[config.mk]
export PLATFORM = sky130hd
export DESIGN_NAME = wav_pcm_stream_parser
export DESIGN_NICKNAME = d
export VERILOG_FILES = /design/src/design/wpp_pkg.sv /design/src/design/wpp_parser.sv /design/src/design/wpp_queue.sv /design/src/design/wav_pcm_stream_parser.sv
export VERILOG_INCLUDE_DIRS = /design/src /design/src/design
export SDC_FILE = /design/constraint.sdc
export NUM_CORES = 1
export LEC_CHECK = 0
export BUFFER_PORTS_ARGS = -buffer_cell sky130_fd_sc_hd__buf_2
export CAP_MARGIN = 10
export CORE_MARGIN = 3
export CORE_UTILIZATION = 40
export CTS_BUF_LIST = sky130_fd_sc_hd__clkbuf_4
export DETAILED_ROUTE_END_ITERATION = 12
export MAX_ROUTING_LAYER = met4
export PLACE_DENSITY = 0.56
export SKIP_LAST_GASP = 1
export SLEW_MARGIN = 20
export SYNTH_ARGS = -nofsm -noshare
export SYNTH_HDL_FRONTEND = slang
export SYNTH_SLANG_ARGS = --single-unit
[constraint.sdc]
create_clock -name clk_i -period 7 [get_ports clk_i]
set_input_delay 0.7 -clock clk_i [delete_from_list [all_inputs] [get_ports clk_i]]
set_output_delay 0.7 -clock clk_i [all_outputs]
set_load 0.02 [all_outputs]
[src/design/assert_macros.svh]
// Assertion macros used by the top-level design file.
`ifndef ASSERT_MACROS_SVH
`define ASSERT_MACROS_SVH

// Same-cycle implication, disabled while reset is active.
`define ASSERT_IMPLY(label, clk, rst_n, ante, cons, msg) \
  label: assert property (@(posedge clk) disable iff (!(rst_n)) (ante) |-> (cons)) \
    else $error(msg);

// Next-cycle implication, disabled while reset is active.
`define ASSERT_NEXT(label, clk, rst_n, ante, cons, msg) \
  label: assert property (@(posedge clk) disable iff (!(rst_n)) (ante) |=> (cons)) \
    else $error(msg);

`endif

[src/design/wpp_pkg.sv]
// Types, codes and header tables of the WAV PCM stream parser.
package wpp_pkg;

  // One input word: a byte of the file and its end marker.
  typedef struct packed {
    logic [7:0] in_byte;
    logic       end_of_stream;
  } wpp_in_t;

  // One result word.
  typedef struct packed {
    logic signed [15:0] sample;
    logic [1:0]         kind;
    logic [3:0]         error_code;
    logic               last;
  } wpp_out_t;

  // Results produced by one accepted byte, in order.
  typedef struct packed {
    logic [1:0] count;
    wpp_out_t   first;
    wpp_out_t   second;
  } wpp_push_t;

  // Result kinds.
  localparam logic [1:0] KindSample = 2'd0;
  localparam logic [1:0] KindDone   = 2'd1;
  localparam logic [1:0] KindError  = 2'd2;

  // Error codes.
  localparam logic [3:0] ErrNone     = 4'd0;
  localparam logic [3:0] ErrRiff     = 4'd1;
  localparam logic [3:0] ErrWave     = 4'd2;
  localparam logic [3:0] ErrFmt      = 4'd3;
  localparam logic [3:0] ErrPcm      = 4'd4;
  localparam logic [3:0] ErrChannels = 4'd5;
  localparam logic [3:0] ErrRate     = 4'd6;
  localparam logic [3:0] ErrBits     = 4'd7;
  localparam logic [3:0] ErrNoData   = 4'd8;
  localparam logic [3:0] ErrShort    = 4'd9;

  // Parse phases.
  localparam logic [3:0] PhRiff      = 4'd0;
  localparam logic [3:0] PhRiffSize  = 4'd1;
  localparam logic [3:0] PhWave      = 4'd2;
  localparam logic [3:0] PhFmtTag    = 4'd3;
  localparam logic [3:0] PhFmtSize   = 4'd4;
  localparam logic [3:0] PhFormat    = 4'd5;
  localparam logic [3:0] PhChannels  = 4'd6;
  localparam logic [3:0] PhRate      = 4'd7;
  localparam logic [3:0] PhByteRate  = 4'd8;
  localparam logic [3:0] PhBits      = 4'd9;
  localparam logic [3:0] PhExtra     = 4'd10;
  localparam logic [3:0] PhChunkId   = 4'd11;
  localparam logic [3:0] PhChunkSize = 4'd12;
  localparam logic [3:0] PhChunkSkip = 4'd13;
  localparam logic [3:0] PhData      = 4'd14;
  localparam logic [3:0] PhTrail     = 4'd15;

  // Chunk tags as little-endian words.
  localparam logic [31:0] TagRiff = 32'h4646_4952;
  localparam logic [31:0] TagWave = 32'h4556_4157;
  localparam logic [31:0] TagFmt  = 32'h2074_6D66;
  localparam logic [31:0] TagData = 32'h6174_6164;

  localparam logic [18:0] RateReset = 19'd16000;

  // Byte length of the header field read in a phase.
  function automatic logic [2:0] field_len(input logic [3:0] ph);
    logic [2:0] len;
    case (ph) inside
      PhFormat, PhChannels, PhBits: len = 3'd2;
      PhByteRate:                   len = 3'd6;
      default:                      len = 3'd4;
    endcase
    return len;
  endfunction

  // Error reported when the stream ends while in a header phase.
  function automatic logic [3:0] eos_code(input logic [3:0] ph);
    logic [3:0] code;
    case (ph) inside
      PhRiff:                   code = ErrRiff;
      PhRiffSize, PhWave:       code = ErrWave;
      PhFmtTag:                 code = ErrFmt;
      PhFmtSize, PhFormat:      code = ErrPcm;
      PhChannels:               code = ErrChannels;
      PhRate:                   code = ErrRate;
      PhByteRate, PhBits:       code = ErrBits;
      default:                  code = ErrNoData;
    endcase
    return code;
  endfunction

endpackage

[src/design/wpp_parser.sv]
// Front part: parses one byte per accepted word and emits up to two results.
module wpp_parser (
  input  logic               clk_i,
  input  logic               rst_ni,
  input  logic               valid_i,
  input  wpp_pkg::wpp_in_t   word_i,
  input  logic               cfg_we_i,
  input  logic [18:0]        cfg_wdata_i,
  output wpp_pkg::wpp_push_t push_o
);

  logic [18:0]        rate_q;
  logic [3:0]         phase_q, phase_d;
  logic [2:0]         seen_q, seen_d;
  logic [31:0]        shift_q, shift_d;
  logic [31:0]        remain_q, remain_d;
  logic [31:0]        extra_q, extra_d;
  logic               stereo_q, stereo_d;
  logic signed [15:0] held_q, held_d;
  logic               to_end_q, to_end_d;
  logic               failed_q, failed_d;
  logic               is_data_q, is_data_d;

  logic [7:0]         b;
  logic               eos;
  logic [1:0]         pos;
  logic [31:0]        remain_dec, extra_dec;
  logic [31:0]        shift_new;
  logic [2:0]         seen_inc;
  logic signed [15:0] v_sample;
  logic signed [16:0] pair_sum, pair_adj;
  logic               restart;
  logic               sample_v, final_v;
  logic signed [15:0] sample_val;
  logic [1:0]         final_kind;
  logic [3:0]         final_code;
  wpp_pkg::wpp_out_t  sample_r, final_r;

  assign b          = word_i.in_byte;
  assign eos        = word_i.end_of_stream;
  assign pos        = seen_q[1:0];
  assign remain_dec = remain_q - 32'd1;
  assign extra_dec  = extra_q - 32'd1;
  assign seen_inc   = seen_q + 3'd1;
  assign v_sample   = signed'({b, shift_q[7:0]});
  assign pair_sum   = {held_q[15], held_q} + {v_sample[15], v_sample};
  // Halving that truncates toward zero.
  assign pair_adj   = pair_sum + {16'd0, pair_sum[16]};
  // Byte placed into the little-endian field accumulator.
  assign shift_new  = (seen_q < 3'd4) ? (shift_q | ({24'd0, b} << {seen_q[1:0], 3'b000}))
                                      : shift_q;

  // Next-state and result logic for one byte.
  always_comb begin
    phase_d    = phase_q;
    seen_d     = seen_q;
    shift_d    = shift_q;
    remain_d   = remain_q;
    extra_d    = extra_q;
    stereo_d   = stereo_q;
    held_d     = held_q;
    to_end_d   = to_end_q;
    failed_d   = failed_q;
    is_data_d  = is_data_q;
    restart    = 1'b0;
    sample_v   = 1'b0;
    sample_val = '0;
    final_v    = 1'b0;
    final_kind = wpp_pkg::KindDone;
    final_code = wpp_pkg::ErrNone;

    if (failed_q) begin
      restart = eos;
    end else if (phase_q == wpp_pkg::PhTrail) begin
      if (eos) begin
        final_v = 1'b1;
        restart = 1'b1;
      end
    end else if (phase_q == wpp_pkg::PhData) begin
      if (!to_end_q) begin
        remain_d = remain_dec;
      end
      if (pos == 2'd0 || pos == 2'd2) begin
        shift_d = {24'd0, b};
        seen_d  = {1'b0, pos} + 3'd1;
      end else if (pos == 2'd3) begin
        sample_v   = 1'b1;
        sample_val = pair_adj[16:1];
        seen_d     = 3'd0;
      end else if (stereo_q) begin
        held_d = v_sample;
        seen_d = 3'd2;
      end else begin
        sample_v   = 1'b1;
        sample_val = v_sample;
        seen_d     = 3'd0;
      end
      if (!to_end_q && remain_dec == 32'd0) begin
        phase_d = wpp_pkg::PhTrail;
      end
      if (eos) begin
        final_v = 1'b1;
        restart = 1'b1;
        if (!(to_end_q || (!to_end_q && remain_dec == 32'd0))) begin
          final_kind = wpp_pkg::KindError;
          final_code = wpp_pkg::ErrShort;
        end
      end
    end else begin
      // Header and chunk walking.
      if (phase_q == wpp_pkg::PhExtra) begin
        extra_d = extra_dec;
        if (extra_dec == 32'd0) begin
          phase_d = wpp_pkg::PhChunkId;
        end
      end else if (phase_q == wpp_pkg::PhChunkSkip) begin
        remain_d = remain_dec;
        if (remain_dec == 32'd0) begin
          phase_d = wpp_pkg::PhChunkId;
        end
      end else begin
        shift_d = shift_new;
        seen_d  = seen_inc;
        if (seen_inc >= wpp_pkg::field_len(phase_q)) begin
          seen_d  = 3'd0;
          shift_d = '0;
          phase_d = phase_q + 4'd1;
          unique case (phase_q)
            wpp_pkg::PhRiff: begin
              if (shift_new != wpp_pkg::TagRiff) final_code = wpp_pkg::ErrRiff;
            end
            wpp_pkg::PhWave: begin
              if (shift_new != wpp_pkg::TagWave) final_code = wpp_pkg::ErrWave;
            end
            wpp_pkg::PhFmtTag: begin
              if (shift_new != wpp_pkg::TagFmt) final_code = wpp_pkg::ErrFmt;
            end
            wpp_pkg::PhFmtSize: begin
              extra_d = (shift_new > 32'd16) ? shift_new - 32'd16 : 32'd0;
            end
            wpp_pkg::PhFormat: begin
              if (shift_new[15:0] != 16'd1) final_code = wpp_pkg::ErrPcm;
            end
            wpp_pkg::PhChannels: begin
              if (shift_new[15:0] == 16'd1 || shift_new[15:0] == 16'd2) begin
                stereo_d = (shift_new[15:0] == 16'd2);
              end else begin
                final_code = wpp_pkg::ErrChannels;
              end
            end
            wpp_pkg::PhRate: begin
              if (shift_new != {13'd0, rate_q}) final_code = wpp_pkg::ErrRate;
            end
            wpp_pkg::PhBits: begin
              if (shift_new[15:0] != 16'd16) begin
                final_code = wpp_pkg::ErrBits;
              end
              phase_d = (extra_q != 32'd0) ? wpp_pkg::PhExtra : wpp_pkg::PhChunkId;
            end
            wpp_pkg::PhChunkId: begin
              is_data_d = (shift_new == wpp_pkg::TagData);
            end
            wpp_pkg::PhChunkSize: begin
              if (is_data_q) begin
                remain_d = shift_new;
                to_end_d = (shift_new == 32'd0);
                phase_d  = wpp_pkg::PhData;
              end else if (shift_new == 32'd0) begin
                phase_d = wpp_pkg::PhChunkId;
              end else begin
                remain_d = shift_new;
                phase_d  = wpp_pkg::PhChunkSkip;
              end
            end
            default: begin
              // Size fields that are only skipped over.
            end
          endcase
        end
      end

      if (final_code != wpp_pkg::ErrNone) begin
        // A failed header check reports once and waits for the stream end.
        final_v    = 1'b1;
        final_kind = wpp_pkg::KindError;
        restart    = eos;
        failed_d   = !eos;
      end else if (eos) begin
        final_v = 1'b1;
        restart = 1'b1;
        if (phase_d == wpp_pkg::PhData) begin
          if (!to_end_d) begin
            final_kind = wpp_pkg::KindError;
            final_code = wpp_pkg::ErrShort;
          end
        end else if (phase_d < wpp_pkg::PhData) begin
          final_kind = wpp_pkg::KindError;
          final_code = wpp_pkg::eos_code(phase_d);
        end
      end
    end

    // The stream end returns the parser to its start.
    if (restart) begin
      phase_d   = wpp_pkg::PhRiff;
      seen_d    = '0;
      shift_d   = '0;
      remain_d  = '0;
      extra_d   = '0;
      stereo_d  = 1'b0;
      held_d    = '0;
      to_end_d  = 1'b0;
      failed_d  = 1'b0;
      is_data_d = 1'b0;
    end
  end

  // Result words in stream order: a sample comes before the closing word.
  always_comb begin
    sample_r.sample     = sample_val;
    sample_r.kind       = wpp_pkg::KindSample;
    sample_r.error_code = wpp_pkg::ErrNone;
    sample_r.last       = 1'b0;
    final_r.sample      = '0;
    final_r.kind        = final_kind;
    final_r.error_code  = final_code;
    final_r.last        = 1'b1;
    push_o.first        = sample_v ? sample_r : final_r;
    push_o.second       = final_r;
    push_o.count        = valid_i ? ({1'b0, sample_v} + {1'b0, final_v}) : 2'd0;
  end

  // Configuration register.
  always_ff @(posedge clk_i or negedge rst_ni) begin
    if (!rst_ni) begin
      rate_q <= wpp_pkg::RateReset;
    end else if (cfg_we_i) begin
      rate_q <= cfg_wdata_i;
    end
  end

  // Parser state.
  always_ff @(posedge clk_i or negedge rst_ni) begin
    if (!rst_ni) begin
      phase_q   <= wpp_pkg::PhRiff;
      seen_q    <= '0;
      shift_q   <= '0;
      remain_q  <= '0;
      extra_q   <= '0;
      stereo_q  <= 1'b0;
      held_q    <= '0;
      to_end_q  <= 1'b0;
      failed_q  <= 1'b0;
      is_data_q <= 1'b0;
    end else if (valid_i) begin
      phase_q   <= phase_d;
      seen_q    <= seen_d;
      shift_q   <= shift_d;
      remain_q  <= remain_d;
      extra_q   <= extra_d;
      stereo_q  <= stereo_d;
      held_q    <= held_d;
      to_end_q  <= to_end_d;
      failed_q  <= failed_d;
      is_data_q <= is_data_d;
    end
  end

endmodule

[src/design/wpp_queue.sv]
// Back part: result queue that takes up to two words a cycle and hands out one.
module wpp_queue #(
  parameter int Depth = 4
) (
  input  logic               clk_i,
  input  logic               rst_ni,
  input  wpp_pkg::wpp_push_t push_i,
  output logic               full_o,
  output logic               empty_o,
  input  logic               pop_i,
  output wpp_pkg::wpp_out_t  head_o
);

  localparam int PtrW = $clog2(Depth);
  localparam int CntW = $clog2(Depth + 1);

  wpp_pkg::wpp_out_t mem_q [Depth];
  logic [PtrW-1:0]   wr_ptr_q, wr_ptr_d;
  logic [PtrW-1:0]   rd_ptr_q, rd_ptr_d;
  logic [CntW-1:0]   count_q, count_d;
  logic [PtrW-1:0]   wr_ptr_next;
  logic              do_pop;

  assign wr_ptr_next = wr_ptr_q + PtrW'(1);
  assign do_pop      = pop_i && !empty_o;
  assign empty_o     = (count_q == '0);
  // Room for a full pair of words is needed before a byte is taken.
  assign full_o      = (count_q > CntW'(Depth - 2));
  assign head_o      = mem_q[rd_ptr_q];

  // Pointer and fill bookkeeping.
  always_comb begin
    wr_ptr_d = wr_ptr_q + PtrW'(push_i.count);
    rd_ptr_d = do_pop ? rd_ptr_q + PtrW'(1) : rd_ptr_q;
    count_d  = count_q + CntW'(push_i.count) - CntW'(do_pop);
  end

  always_ff @(posedge clk_i or negedge rst_ni) begin
    if (!rst_ni) begin
      wr_ptr_q <= '0;
      rd_ptr_q <= '0;
      count_q  <= '0;
    end else begin
      wr_ptr_q <= wr_ptr_d;
      rd_ptr_q <= rd_ptr_d;
      count_q  <= count_d;
    end
  end

  // Word storage.
  always_ff @(posedge clk_i) begin
    if (push_i.count != 2'd0) begin
      mem_q[wr_ptr_q] <= push_i.first;
    end
    if (push_i.count == 2'd2) begin
      mem_q[wr_ptr_next] <= push_i.second;
    end
  end

endmodule

[src/design/wav_pcm_stream_parser.sv]
// WAV PCM stream parser: 16-bit PCM file in, mono Q1.15 samples and status out.
// The block takes one file byte per cycle on the push side and never stalls
// on its own: full rises only when the result queue has fewer than two free
// entries (QueueDepth, a power of two, at least 4). Each byte yields zero, one
// or two result words, which appear on the pop side in the cycle after the byte
// is taken. Headers RIFF/WAVE/fmt are checked against PCM, 1 or 2 channels,
// the configured rate and 16 bits; stereo pairs are averaged toward zero. The
// last word of every stream carries last = 1 and is either done or an error.
// The rate register must be written only while the block is idle; the block itself does not enforce this.
`include "assert_macros.svh"

module wav_pcm_stream_parser #(
  parameter int QueueDepth = 4
) (
  input  logic              clk_i,
  input  logic              rst_ni,
  input  logic              push,
  output logic              full,
  input  wpp_pkg::wpp_in_t  in_word_i,
  output logic              empty,
  input  logic              pop,
  output wpp_pkg::wpp_out_t result_o,
  input  logic              cfg_we_i,
  input  logic [18:0]       cfg_wdata_i
);

  wpp_pkg::wpp_push_t push_w;
  logic               accept;

  assign accept = push && !full;

  // Front: byte parser.
  wpp_parser u_parser (
    .clk_i       (clk_i),
    .rst_ni      (rst_ni),
    .valid_i     (accept),
    .word_i      (in_word_i),
    .cfg_we_i    (cfg_we_i),
    .cfg_wdata_i (cfg_wdata_i),
    .push_o      (push_w)
  );

  // Back: result queue.
  wpp_queue #(
    .Depth (QueueDepth)
  ) u_queue (
    .clk_i   (clk_i),
    .rst_ni  (rst_ni),
    .push_i  (push_w),
    .full_o  (full),
    .empty_o (empty),
    .pop_i   (pop),
    .head_o  (result_o)
  );

  // A sample word never closes a stream; a status word always does.
  `ASSERT_IMPLY(a_last_on_status, clk_i, rst_ni, !empty, ((result_o.kind == wpp_pkg::KindSample) != result_o.last), "last flag does not match word kind")

  // Only error words carry an error code.
  `ASSERT_IMPLY(a_code_on_error, clk_i, rst_ni, !empty, ((result_o.kind == wpp_pkg::KindError) == (result_o.error_code != wpp_pkg::ErrNone)), "error code does not match word kind")

  // Words appear only after a byte is taken.
  `ASSERT_NEXT(a_no_spurious_word, clk_i, rst_ni, (empty && !accept), empty, "result word appeared without an input byte")

endmodule

Word level (Yosys, flattened, before mapping)

Memories as Yosys holds them, arrays and structs flattened.
Cells that the tools add are included.
Widths: inputs -> output; s select.

Add/subtract/negate cells: 14
Shift operators: 1
Magnitude comparators: 5
Equality and inequality tests: 50
Bitwise operators: 1
Mux-type cells: 172
Reduce and logical (&&, ||, !) cells: 43

Operators by type and width:

| cell                  | number |
|---|---|
| $mux 32               | 29 |
| $mux 16               | 13 |
| $mux 4                | 37 |
| $logic_not 32->1      | 3 |
| $ne 32x31->1 const B  | 2 |
| $sub 32x1->32 const B | 2 |
| $mux 3                | 20 |
| $mux 1                | 55 |
| $eq 4x4->1 const B    | 11 |
| $eq 32x31->1 const B  | 1 |
| $eq 4x3->1 const B    | 8 |
| $gt 32x5->1 const B   | 1 |
| $ne 32x19->1          | 1 |
| $ne 32x30->1 const B  | 1 |
| $or 32x32->32         | 1 |
| $reduce_bool 32->1    | 1 |
| $shl 8x5->32          | 1 |
| $sub 32x5->32 const B | 1 |
| $mux 2                | 15 |
| $pmux 4 s7            | 1 |
| $mux 23               | 1 |
| $add 16x16->17        | 1 |
| $add 17x1->17         | 1 |
| $eq 16x1->1 const B   | 1 |
| other kinds (42)      | 78 |

Bits in registers: 149
Input port bits: 33
Output and inout bits: 25
Memory bits (writable): 92
Logic and storage cells: 301
Memories: 1

Memories:

| name          | depth | bits a word | rd ports | clocked after Yosys merged registers in | write ports | line            | text |
|---|---|---|---|---|---|---|---|
| u_queue.mem_q | 4     | 23          | 1        | 0                                       | 2           | wpp_queue.sv:17 | `wpp_pkg::wpp_out_t mem_q [Depth];` |

Logic depth before layout (Yosys ltp)

Depth in word-level cells: 32
Depth in mapped cells: 24
Gate-level depth less buffers: 20

Modules after synthesis

Synthesis repeated with hierarchy kept, for this count alone.

Cells, all modules: 1738
Area, all modules: 17151.4 sq um

By module, submodules not included:

| module                | cells each | area each (sq um) | instances | sequential area each (sq um) |
|---|---|---|---|---|
| wpp_parser            | 1472       | 12081.6           | 1         | 3560.9 |
| wpp_queue             | 265        | 5056.1            | 1         | 2937.8 |
| wav_pcm_stream_parser | 1          | 13.8              | 1         | 0.0 |

Least setup slack after synthesis

OpenSTA, ideal clock, no wires.

Path kind: in2reg
From: in in_word_i[6] (netlist bit)
To: mem u_queue.mem_q[1][3] (netlist bit), data pin
Cell stages on the path: 22
Arrival time: 4.467 ns
Setup time: 0.266 ns
Buffers on the path: 2
Required time: 6.734 ns
Path slack: 2.267 ns
Cell sequence: nor2b_1 a21oi_1 inv_1 ha_1 inv_1 a211oi_1 nand4b_1 or4_1 a21boi_1 and3_1 a31oi_1 nor2_1 nor2_1 ha_1 clkbuf_1 mux2_2 nand2_1 or2_2 clkbuf_1 inv_1 nand2_1 nor2_1

RTL lines:

| element            | line                        | text |
|---|---|---|
| start: declaration | wav_pcm_stream_parser.sv:19 | `input wpp_pkg::wpp_in_t in_word_i,` |
| end: declaration   | wpp_queue.sv:17             |  |

==> flow_summary.json <==
{
  "die_w_um": 206.9,
  "clk_latency_ns": 0.81,
  "ys_seq_elements": 241,
  "wl_um": 55180,
  "final_cell_mix": "220 x nand2_1, 178 x nor2_1, 150 x o21ai_0",
  "power.leakage_nw": 7.313,
  "grtUsageMet3": 0.04171,
  "min_from": "cfg_wdata_i[1]",
  "drtIter0Drc": 1276,
  "max_cap_viol_count": 0,
  "worstMarginPinSlew_ns": 1.235,
  "die_y_um": 206.9,
  "startpoint_type": "flop",
  "clk_pin_slew_worst_paths_ns": 0.08,
  "start_util": 0.4112,
  "seqCellArea_sq_um": 5819,
  "grtUsageMet1": 0.3444,
  "reg2reg_to": "u_queue.mem_q[2][3]$_DFFE_PP_",
  "area_growth_pct": 10.68,
  "min_path_cells": 3,
  "track_usage": 0.2655,
  "period_minus_slack_ns": 6.021,
  "gr-total-overflow": 0,
  "grt_pass1_wl_um": 85760,
  "synth_area_leaders": "dfrtp_1 22%, dfxtp_1 8.4%, nand2_1 5.1%",
  "drc": 0,
  "slew_violations": 0,
  "cts_made_buffers": 73,
  "cts_max_level": 3,
  "synthDistinctLibCells": 99,
  "post-route-period-util": 0.8601,
  "clock_skew_ns": 0.03257,
  "max-slew-margin-rel": 0.1557,
  "async_flop_share": 0.6183,
  "cts_root_buffer": "clkbuf_4",
  "port_buffers": 57,
  "ios": 58,
  "synth_edf_count": 24,
  "whs_ns": 0.1232,
  "hold_end": "u_parser.rate_q[1]$_DFFE_PN0P_",
  "ir_drop_v": 0.0002452,
  "core_area_sq_um": 39280,
  "post_cts_buffers": 0,
  "status": "completed",
  "place_hpwl_um": 39400,
  "multi_input_area_sq_um": 9647,
  "row_count": 72,
  "ys.flop_type": "dfrtp_1",
  "grt_use_met2": 0.4186,
  "fill_cells": 3928,
  "syn_area_per_cell_sq_um": 8.545,
  "netlist_instances": 1890,
  "setup_viol": 0,
  "final_nets": 2008,
  "fmax_mhz": 166.1,
  "rsz0062_at_grt": "false",
  "final_hold_viol_count": 0,
  "seq_area_frac_synth": 0.3603,
  "viasPerCell": 6.143,
  "final_common_cell": "nand2_1",
  "antenna_found_initial": 2,
  "synth_top_area_cell": "dfrtp_1",
  "routabilityCongestion": 0.9562,
  "grt_max_degree": 85,
  "crit_required_ns": 7.46,
  "reg2regPathDepth": 15,
  "clk_path_buf_depth": 3,
  "postLayoutCoreUtil": 0.4551,
  "vias": 15440,
  "netlist_area_sq_um": 16150,
  "drt-wirelength-per-cell_um": 21.95,
  "min_path_type": "in -> reg",
  "cts_tree": "done",
  "grt.busiest_layer": "met2",
  "cts.sinks": 241,
  "fp.dieArea_sq_um": 42820,
  "critical_path_class": "reg -> reg",
  "cts.repair.resized": 0,
  "first_global_vias": 14760,
  "reg2reg_from": "u_parser.seen_q[1]$_DFFE_PN0P_",
  "dr.pass1.iters": 7,
  "crit_fanout": 36,
  "drtAntennaViolNets": 0,
  "p_per_area_nw_per_um2": 452.2,
  "ff2ff_setup_slack_ns": 0.98,
  "tns_ns": 0,
  "ys_warn_count": 0,
  "syn_nets": 1965,
  "drive_gt1_frac": 0.1551,
  "place_inst": 2375,
  "cp.arrival_ns": 6.48,
  "final_cells": 2514,
  "synth_top_area_share": 0.2216,
  "crit_path_end_kind": "flop"
}
[routing by layer]
| metal | share of wire | wire, um | up-vias |
|---|---|---|---|
| met4 | 0.033 | 1795 | 0 |
| met2 | 0.47 | 25840 | 602 |
| met1 | 0.44 | 24050 | 7503 |
| li1 | - | - | 7219 |
| met3 | 0.063 | 3504 | 120 |
| met5 | 0 | 0 | - |
[flip-flops by register name (all words and copies together), names as in the netlist]
signal and flops:
u_parser.extra_q 32, u_parser.failed_q 1, u_parser.held_q 16, u_parser.is_data_q 1, u_parser.phase_q 4, u_parser.rate_q 19
u_parser.remain_q 32, u_parser.seen_q 3, u_parser.shift_q 32, u_parser.stereo_q 1, u_parser.to_end_q 1, u_queue.count_q 3
u_queue.mem_q 92, u_queue.rd_ptr_q 2, u_queue.wr_ptr_q 2
[stage by stage]
| stage | worst slack, ns | area (sq um) | power, mW |
|---|---|---|---|
| floorplan | 2.267 | 16150 | 5.148 |
| global placement | 1.291 | 16800 | 6.423 |
| detailed placement | 1.107 | 16800 | 6.449 |
| CTS | 1.114 | 17860 | 8.050 |
| global route | 0.6900 | 17870 | 8.655 |
| finish | 0.9790 | 17870 | 8.084 |
[layout make-up]
type / instances / area share
multi-input cells: 1477 / 0.5397
flip-flops and latches: 241 / 0.3256
clock buffers: 117 / 0.04914
well taps: 518 / 0.03626
repair buffers: 82 / 0.02695
inverters: 58 / 0.01218
clock inverters: 17 / 0.009660
diodes: 4 / 0.0005600
[worst max-delay path by stage]
stage	from	to	slack, ns	cells past startpoint
global route	u_parser.seen_q[0]$_DFFE_PN0P_	u_queue.mem_q[1][3]$_DFFE_PP_	0.69	16
finish	u_parser.seen_q[1]$_DFFE_PN0P_	u_queue.mem_q[2][3]$_DFFE_PP_	0.98	15
floorplan	in_word_i[6]	u_queue.mem_q[1][3]$_DFFE_PP_	2.27	22
detailed placement	u_parser.seen_q[1]$_DFFE_PN0P_	u_queue.mem_q[1][3]$_DFFE_PP_	1.11	16
CTS	u_parser.seen_q[1]$_DFFE_PN0P_	u_queue.mem_q[1][3]$_DFFE_PP_	1.11	16
global placement	u_parser.seen_q[1]$_DFFE_PN0P_	u_queue.mem_q[2][1]$_DFFE_PP_	1.29	15
[kinds of logic after synthesis]
family	Yosys count	share of synthesized area
and+or+nand+nor	767	0.2492
AOI/OAI and AO/OA	557	0.2310
DFF	241	0.3603
buffers and inverters	172	0.04331
xor gates and xnor gates	66	0.03579
muxes	45	0.04703
adders and majority gates	42	0.03347
[where the power goes]
| part | switching [mW] | leakage [nW] | total [mW] | internal [mW] |
|---|---|---|---|---|
| registers | 0.545 | 2.72 | 2.27 | 1.72 |
| clock network | 0.660 | 0.625 | 1.56 | 0.903 |
| logic | 2.71 | 3.96 | 4.25 | 1.54 |
| total | 3.92 | 7.31 | 8.08 | 4.16 |
[synth_stat cells (17+ instances only)]
cell type,n
nor2_1,178
and3_1,24
xnor2_1,33
dfrtp_1,143
nand4_1,29
nor3_1,45
edfxtp_1,24
o22ai_1,21
a32o_1,19
clkbuf_1,93
nand3_1,43
mux4_2,23
a211oi_1,20
nor4_1,36
a21oi_1,91
ha_1,40
mux2_2,17
a22o_1,40
o21ai_1,22
nand2_1,220
xor2_1,33
dfxtp_1,68
a31oi_1,31
nor2b_1,22
inv_1,58
o21ai_0,150
o31ai_1,43
and2_1,19
[worst max-delay path, stage by stage (launching register included)]
cell	delay, ns
dfrtp_1	1.02
and4bb_4	0.33
o21a_1	0.16
or4b_2	0.66
nor4_1	0.63
a31oi_1	0.27
a311oi_2	0.39
a31oi_1	0.27
nor2_1	0.15
nor2_1	0.05
ha_1	0.40
nor3b_1	0.28
o21ai_0	0.13
nand2_1	0.07
nand2_1	0.44
inv_1	0.41
[what timing repair did]
action,CTS,global route
hold buffers,1,0
hold endpoints to repair,54,0
endpoints found under the setup margin,0,0
(Power assumes the default switching activity.)
